## config.mk

```make
export PLATFORM = sky130hd
export DESIGN_NAME = partitioned_multi_queue
export DESIGN_NICKNAME = d
export VERILOG_FILES = /design/src/hdl/pmq_pkg.sv /design/src/hdl/pmq_word_ram.sv /design/src/hdl/partitioned_multi_queue.sv
export SDC_FILE = /design/constraint.sdc
export NUM_CORES = 1
export LEC_CHECK = 0
export BUFFER_PORTS_ARGS = -buffer_cell sky130_fd_sc_hd__buf_4
export CAP_MARGIN = 25
export CORE_MARGIN = 1
export CORE_UTILIZATION = 40
export DETAILED_ROUTE_END_ITERATION = 6
export PLACE_DENSITY_LB_ADDON = 0.25
export SYNTH_ARGS = -nofsm -noshare
export SYNTH_HDL_FRONTEND = slang
export SYNTH_SLANG_ARGS = --single-unit
```

## constraint.sdc

```tcl
create_clock -name clk -period 17.3 [get_ports clk]
set_input_delay 0 -clock clk [delete_from_list [all_inputs] [get_ports clk]]
set_output_delay 0 -clock clk [all_outputs]
set_load 0.02 [all_outputs]
```

## src/hdl/pmq_pkg.sv

```systemverilog
// shared types, constants and helper functions for the partitioned multi-queue
package pmq_pkg;

    localparam int STORE_DEPTH = 32;
    localparam int MAX_QUEUES  = 8;

    localparam int ADDR_W = $clog2(STORE_DEPTH);
    localparam int POS_W  = ADDR_W + 1;
    localparam int QSEL_W = $clog2(MAX_QUEUES);
    localparam int CFG_W  = 4;
    localparam int DATA_W = 32;

    typedef logic [POS_W-1:0]  pos_t;
    typedef logic [ADDR_W-1:0] addr_t;
    typedef logic [QSEL_W-1:0] qsel_t;
    typedef logic [CFG_W-1:0]  qcount_t;

    typedef enum logic [0:0] {
        OP_INSERT = 1'b0,
        OP_REMOVE = 1'b1
    } opcode_t;

    typedef enum logic [1:0] {
        ST_OK        = 2'd0,
        ST_OVERFLOW  = 2'd1,
        ST_UNDERFLOW = 2'd2,
        ST_BADINDEX  = 2'd3
    } status_t;

    typedef struct packed {
        opcode_t                   opcode;
        qsel_t                     queue_select;
        logic signed [DATA_W-1:0]  data_in;
    } cmd_t;

    typedef struct packed {
        status_t                   status;
        logic signed [DATA_W-1:0]  data_out;
    } rsp_t;

    // one pointer table entry per queue
    typedef struct packed {
        pos_t head;
        pos_t tail;
        pos_t fill;
    } ptr_t;

    // queue count as used: zero acts as one, large values clamp
    function automatic qcount_t eff_queues(input qcount_t raw);
        qcount_t q;
        begin
            q = raw;
            if (q == '0)
            begin
                q = qcount_t'(1);
            end
            if (q > qcount_t'(MAX_QUEUES))
            begin
                q = qcount_t'(MAX_QUEUES);
            end
            return q;
        end
    endfunction

    // words per partition for each effective queue count
    function automatic pos_t part_size(input qcount_t q);
        pos_t p;
        begin
            unique case (q)
                4'd1:    p = pos_t'(STORE_DEPTH / 1);
                4'd2:    p = pos_t'(STORE_DEPTH / 2);
                4'd3:    p = pos_t'(STORE_DEPTH / 3);
                4'd4:    p = pos_t'(STORE_DEPTH / 4);
                4'd5:    p = pos_t'(STORE_DEPTH / 5);
                4'd6:    p = pos_t'(STORE_DEPTH / 6);
                4'd7:    p = pos_t'(STORE_DEPTH / 7);
                4'd8:    p = pos_t'(STORE_DEPTH / 8);
                default: p = pos_t'(STORE_DEPTH);
            endcase
            return p;
        end
    endfunction

endpackage

```

## src/hdl/pmq_word_ram.sv

```systemverilog
// shared word store: one write port, one registered read port
module pmq_word_ram
    import pmq_pkg::*;
(
    input  logic                     clk,
    input  logic                     wr_en,
    input  addr_t                    wr_addr,
    input  logic signed [DATA_W-1:0] wr_data,
    input  logic                     rd_en,
    input  addr_t                    rd_addr,
    output logic signed [DATA_W-1:0] rd_data
);

    logic signed [DATA_W-1:0] mem [STORE_DEPTH];
    logic signed [DATA_W-1:0] rd_data_reg;

    // write port
    always_ff @(posedge clk)
    begin
        if (wr_en)
        begin
            mem[wr_addr] <= wr_data;
        end
    end

    // read port, data held until the next read
    always_ff @(posedge clk)
    begin
        if (rd_en)
        begin
            rd_data_reg <= mem[rd_addr];
        end
    end

    assign rd_data = rd_data_reg;

endmodule

```

## src/hdl/partitioned_multi_queue.sv

```systemverilog
// top level: several linear queues sharing one word store
// results: registered from S_LOOK after the pointer table read for an insert or error,
//   or from S_FETCH after the word store read for a good remove; a full output slot stalls both
// requests: one at a time; a new request is accepted only in S_IDLE, once the previous result
//   is registered after the pointer table read and, for a good remove, the word store read
// reset: queue count 1, every queue empty at its partition start (pointer entries marked
//   invalid by flip-flops); the word store is not cleared and needs no clearing pass
module partitioned_multi_queue
    import pmq_pkg::*;
(
    input  logic    clk,
    input  logic    rst_n,
    input  logic    cfg_valid,
    output logic    cfg_ready,
    input  qcount_t cfg_data,
    input  logic    cmd_valid,
    output logic    cmd_ready,
    input  cmd_t    cmd,
    output logic    rsp_valid,
    input  logic    rsp_ready,
    output rsp_t    rsp
);

    typedef enum logic [2:0] {
        S_IDLE  = 3'b001,
        S_LOOK  = 3'b010,
        S_FETCH = 3'b100
    } state_t;

    state_t                  state_reg, state_next;
    qcount_t                 nq_reg;
    logic [MAX_QUEUES-1:0]   valid_reg;
    cmd_t                    cmd_reg;
    logic                    ent_valid_reg;
    ptr_t                    ptr_rd_reg;
    logic                    rsp_valid_reg, rsp_valid_next;
    rsp_t                    rsp_reg, rsp_next;

    ptr_t                    ptr_mem [MAX_QUEUES];

    logic                    cmd_fire, cfg_fire, out_free;
    qcount_t                 q_eff;
    pos_t                    psize, start, part_end;
    logic [2*POS_W-1:0]      start_full;
    ptr_t                    ent, ent_new;
    logic                    bad_index, ins_ok, rem_ok, look_go;
    status_t                 look_status;
    logic                    ptr_wr, store_wr, store_rd;
    logic signed [DATA_W-1:0] store_q;

    assign cfg_ready = (state_reg == S_IDLE);
    assign cmd_ready = (state_reg == S_IDLE) && !cfg_valid;
    assign cfg_fire  = cfg_valid && cfg_ready;
    assign cmd_fire  = cmd_valid && cmd_ready;
    assign out_free  = !rsp_valid_reg || rsp_ready;

    // partition geometry for the addressed queue
    assign q_eff      = eff_queues(nq_reg);
    assign psize      = part_size(q_eff);
    assign start_full = (2*POS_W)'(cmd_reg.queue_select) * (2*POS_W)'(psize);
    assign start      = start_full[POS_W-1:0];
    assign part_end   = start + psize;

    // pointer entry as seen by this request; never-written entries are empty
    always_comb
    begin
        if (ent_valid_reg)
        begin
            ent = ptr_rd_reg;
        end
        else
        begin
            ent.head = start;
            ent.tail = start;
            ent.fill = '0;
        end
    end

    // decide the outcome and the updated pointers
    always_comb
    begin
        bad_index   = qcount_t'(cmd_reg.queue_select) >= q_eff;
        ins_ok      = 1'b0;
        rem_ok      = 1'b0;
        look_status = ST_OK;
        ent_new     = ent;
        priority if (bad_index)
        begin
            look_status = ST_BADINDEX;
        end
        else if (cmd_reg.opcode == OP_INSERT)
        begin
            if (ent.tail >= part_end)
            begin
                look_status = ST_OVERFLOW;
            end
            else
            begin
                ins_ok       = 1'b1;
                ent_new.tail = ent.tail + pos_t'(1);
                ent_new.fill = ent.fill + pos_t'(1);
            end
        end
        else
        begin
            if (ent.fill == '0)
            begin
                look_status = ST_UNDERFLOW;
            end
            else
            begin
                rem_ok       = 1'b1;
                ent_new.fill = ent.fill - pos_t'(1);
                if (ent.fill == pos_t'(1))
                begin
                    ent_new.head = start;
                    ent_new.tail = start;
                end
                else
                begin
                    ent_new.head = ent.head + pos_t'(1);
                end
            end
        end
    end

    // a good remove moves on to the store read; all else needs the output slot
    assign look_go  = (state_reg == S_LOOK) && (rem_ok || out_free);
    assign ptr_wr   = look_go && (ins_ok || rem_ok);
    assign store_wr = look_go && ins_ok;
    assign store_rd = look_go && rem_ok;

    // sequencer
    always_comb
    begin
        state_next     = state_reg;
        rsp_valid_next = rsp_valid_reg;
        rsp_next       = rsp_reg;
        if (rsp_valid_reg && rsp_ready)
        begin
            rsp_valid_next = 1'b0;
        end
        unique case (state_reg)
            S_IDLE:
            begin
                if (cmd_fire)
                begin
                    state_next = S_LOOK;
                end
            end
            S_LOOK:
            begin
                if (look_go)
                begin
                    if (rem_ok)
                    begin
                        state_next = S_FETCH;
                    end
                    else
                    begin
                        state_next        = S_IDLE;
                        rsp_valid_next    = 1'b1;
                        rsp_next.status   = look_status;
                        rsp_next.data_out = '0;
                    end
                end
            end
            S_FETCH:
            begin
                if (out_free)
                begin
                    state_next        = S_IDLE;
                    rsp_valid_next    = 1'b1;
                    rsp_next.status   = ST_OK;
                    rsp_next.data_out = store_q;
                end
            end
            default:
            begin
                state_next = S_IDLE;
            end
        endcase
    end

    // control registers
    always_ff @(posedge clk or negedge rst_n)
    begin
        if (!rst_n)
        begin
            state_reg     <= S_IDLE;
            nq_reg        <= qcount_t'(1);
            valid_reg     <= '0;
            rsp_valid_reg <= 1'b0;
        end
        else
        begin
            state_reg     <= state_next;
            rsp_valid_reg <= rsp_valid_next;
            if (cfg_fire)
            begin
                nq_reg    <= cfg_data;
                valid_reg <= '0;
            end
            else if (ptr_wr)
            begin
                valid_reg[cmd_reg.queue_select] <= 1'b1;
            end
        end
    end

    // request capture, pointer table read and result register
    always_ff @(posedge clk)
    begin
        rsp_reg <= rsp_next;
        if (cmd_fire)
        begin
            cmd_reg       <= cmd;
            ent_valid_reg <= valid_reg[cmd.queue_select];
            ptr_rd_reg    <= ptr_mem[cmd.queue_select];
        end
    end

    // pointer table write back
    always_ff @(posedge clk)
    begin
        if (ptr_wr)
        begin
            ptr_mem[cmd_reg.queue_select] <= ent_new;
        end
    end

    pmq_word_ram u_store (
        .clk     (clk),
        .wr_en   (store_wr),
        .wr_addr (ent.tail[ADDR_W-1:0]),
        .wr_data (cmd_reg.data_in),
        .rd_en   (store_rd),
        .rd_addr (ent.head[ADDR_W-1:0]),
        .rd_data (store_q)
    );

    assign rsp_valid = rsp_valid_reg;
    assign rsp       = rsp_reg;

endmodule
```

==> results.sh <==
export IMPL_track_usage_pct=22.8
export IMPL_slowest_delay_ps=1090
export IMPL_cts_tree="yes"
export IMPL_fin_skew_ps=47.6
export IMPL_num_vias=28900
export IMPL_layout_nets=3249
export IMPL_syn_nets=2996
export IMPL_first_iter_violations=4105
export IMPL_hold_path_class="in2reg"
export IMPL_dieArea_um2=129000
export IMPL_avgSynthCellArea_um2=17.5
export IMPL_dp_hpwl_um=90400
export IMPL_reg2reg_to="u_store.mem[24][8]"
export IMPL_fin_tns_setup_ps=0
export IMPL_port_buffers=81
export IMPL_die_w_um=359
export IMPL_cts_buffers=137
export IMPL_fill_cells=10600
export IMPL_cts_setup_buffers=0
export IMPL_htree_num_levels=4
export IMPL_synthCells=2922
export IMPL_drc=0
export IMPL_ant_nets=0
export IMPL_largest_register_ffs=1024
export IMPL_io_pins=82
export IMPL_period_share_pct=44.0
export IMPL_synth_area_top_cells="edfxtp_1 75%, mux4_2 5.3%, mux2i_1 4.2%, nand2_1 2.5%, mux2_2 0.82%"
export IMPL_fin_crit_ps=7600
export IMPL_fp_dieH_um=359
export IMPL_syn_area_um2=51100
export IMPL_crit_path_end_kind="register"
export IMPL_first_pass_iters=6
export IMPL_synth_common_cells="1,280 x edfxtp_1, 344 x nand2_1, 212 x mux2i_1, 121 x mux4_2, 87 x clkbuf_1"
export IMPL_crit_required_ps=17680
export IMPL_clockBufferDepth=3
export IMPL_num_rows=130
export IMPL_synth_yosys_seq_area_share_pct=76.0
export IMPL_tightestPinTransition_ps=1180
export IMPL_ys_flop_type="edfxtp_1"
export IMPL_start_kind="register"
export IMPL_status="finished, final reports clean"
export IMPL_vdd_drop_max_v=0.000102
export IMPL_relSlewSlack_pct=21.1
export IMPL_clkTransAtPathRegs_ps=60
export IMPL_critPathSlowestCell="nor2_4"
export IMPL_p_per_area_nw_per_um2=120
export IMPL_crit_start="nq_reg[2]"
export IMPL_grt_max_degree=143
export IMPL_regToRegSetupSlack_ps=9700
export IMPL_antenna_found_initial=13
export IMPL_synth_edf_count=1280
export IMPL_grt_pass1_vias=28100
export IMPL_synth_top_cell_by_area="edfxtp_1"
export IMPL_finalNonFillerCells=4933
export IMPL_worstSetupEndpoint="u_store.mem[24][8]"
export IMPL_gp_congestion=0.865
export IMPL_vias_per_cell=5.86
export IMPL_leakage_nw=19.3
export IMPL_synth_distinct_cells=69
export IMPL_synth_top_area_share_pct=75.2
export IMPL_clkLatencyLatePin_ps=780
export IMPL_cpMostUsedCell="ha_1"
export IMPL_start_util_pct=40.5
export IMPL_cts_root_buf="clkbuf_16"
export IMPL_async_flop_share_pct=1.23
export IMPL_path_buf_inv=1
export IMPL_yosysWarnings=0
export IMPL_core_um2=126000
export IMPL_setup_viol=0
export IMPL_r2r_start="nq_reg[2]"
export IMPL_reg2reg_depth=17
export IMPL_drive_gt1_share_pct=18.2
export IMPL_critPathKind="reg2reg"
export IMPL_max_cap_violations=0
export IMPL_wirelength_um=148000
export IMPL_ctsResizeCount=0
export IMPL_max_freq_ghz=0.132
export IMPL_rsz0062_at_grt="no"
export IMPL_critPathArrivalTime_ps=7990
export IMPL_grt_ovfl_total=0
export IMPL_finalMaxSlewViolations=0
export IMPL_yosysMostFrequentCell="edfxtp_1"
export IMPL_clkSinkCount=1296
export IMPL_wl_per_cell_um=30.1
export IMPL_synth_seq_cells=1296
export IMPL_dpl_cell_count=4590
export IMPL_hold_viol=0
export IMPL_syn_to_final_growth_pct=17.1
export IMPL_path_delay_family="simple AND/OR/NAND/NOR gates"
export IMPL_crit_chain="xnor2_1 > nor3b_1 > and2_1 > fa_1 > ha_1 > fa_1 > xor2_1 > ha_1 > a21oi_1 > xnor2_1 > ha_1 > a21oi_1 > o21ai_0 > buf_4 > nor3_1 > nand2_1 > nor2_4"
export IMPL_grt_pass1_wl_um=208000
export IMPL_critical_path_depth=17
export IMPL_cp_max_fo=32
-- worst min-delay path: stages --
cell and delay [ps]:
dlygate4sd3_1 520, buf_4 100, nor2b_1 80, o32ai_1 130
-- metrics by stage --
stage	total power, mW	worst slack [ps]	hold slack (ps)	utilization, %	cell area (µm²)
detailed placement	4.33	9750	-119	43.1	54400
finish	7.19	9700	157	47.4	59900
global placement	4.33	9860	-129	42.8	54000
global route	7.38	9490	181	47.4	59800
CTS	7.21	9700	106	47.2	59600
floorplan	3.98	10970	-296	-	51100
-- worst min path at each step --
stage | endpoint | slack (ps) | from | cells past startpoint
floorplan | nq_reg[1] | -300 | rst_n | 0
global placement | valid_reg[2] | -130 | rst_n | 1
detailed placement | valid_reg[0] | -120 | rst_n | 1
CTS | state_reg[0] | 110 | rsp_ready | 4
global route | state_reg[0] | 180 | rsp_ready | 4
finish | state_reg[0] | 160 | rsp_ready | 4
-- where the power goes --
group | total, mW | switching, mW | leakage, nW | internal [mW]
clock network | 2.89 | 1.23 | 2.13 | 1.65
registers | 3.49 | 0.0107 | 11.7 | 3.48
logic | 0.810 | 0.577 | 5.49 | 0.233
total | 7.19 | 1.82 | 19.3 | 5.37
-- layout make-up --
cell class	count	area [µm²]	area share [%]
flip-flops and latches	1296	38800	64.9
repair buffers	278	2720	4.54
inverters	19	93.8	0.157
clock buffers	168	3590	5.99
diodes	2	5.00	0.00836
multi-input cells	1443	11800	19.6
clock inverters	77	791	1.32
well taps	1650	2060	3.45
-- routing by layer --
| layer | up-vias | track usage, % | share of wire [%] |
|---|---|---|---|
| met5 | - | 0 | 0.0088 |
| met4 | 2 | 7.86 | 3.3 |
| met3 | 209 | 5.99 | 11 |
| met2 | 1570 | 33.9 | 44 |
| met1 | 15000 | 32.3 | 42 |
| li1 | 12100 | - | - |
-- cell families after synthesis --
kind of cell / share of synthesized area (%)
buffers and inverters: 1.68
xor gates and xnor gates: 0.206
and+or+nand+nor: 5.53
muxes: 10.3
AOI/OAI and AO/OA: 5.46
DFF: 76.0
adders and majority gates: 0.784
-- cell usage in the layout, fill, tap and decap left out, types with 8 or more instances in the layout --
| master | instances |
|---|---|
| buf_12 | 16 |
| nand3_1 | 51 |
| clkinv_2 | 19 |
| nand2b_1 | 8 |
| nand2_1 | 344 |
| bufinv_16 | 11 |
| inv_1 | 15 |
| o2bb2ai_1 | 33 |
| nor4_1 | 10 |
| edfxtp_1 | 1280 |
| dlygate4sd3_1 | 84 |
| and2_1 | 44 |
| a311oi_1 | 36 |
| clkinv_1 | 29 |
| dfrtp_1 | 14 |
| and3_1 | 36 |
| o22ai_1 | 60 |
| a211oi_1 | 45 |
| o211ai_1 | 8 |
| buf_4 | 166 |
| clkbuf_1 | 29 |
| a21oi_1 | 65 |
| a31oi_1 | 15 |
| nor3_1 | 16 |
| buf_16 | 11 |
| a21o_1 | 12 |
| inv_6 | 8 |
| mux4_2 | 121 |
| nand4_1 | 23 |
| ha_1 | 24 |
| xnor2_1 | 9 |
| a22oi_1 | 15 |
| mux2_2 | 37 |
| clkbuf_16 | 139 |
| nor2_4 | 34 |
| mux2i_1 | 209 |
| o21ai_0 | 56 |
| nor2_1 | 39 |
-- timing repair --
action | in CTS | in global routing
hold buffers | 84 | 0
hold endpoints to repair | 86 | 0
setup endpoints to repair | 0 | 0
Note: power is estimated with default switching activity, not from simulation.
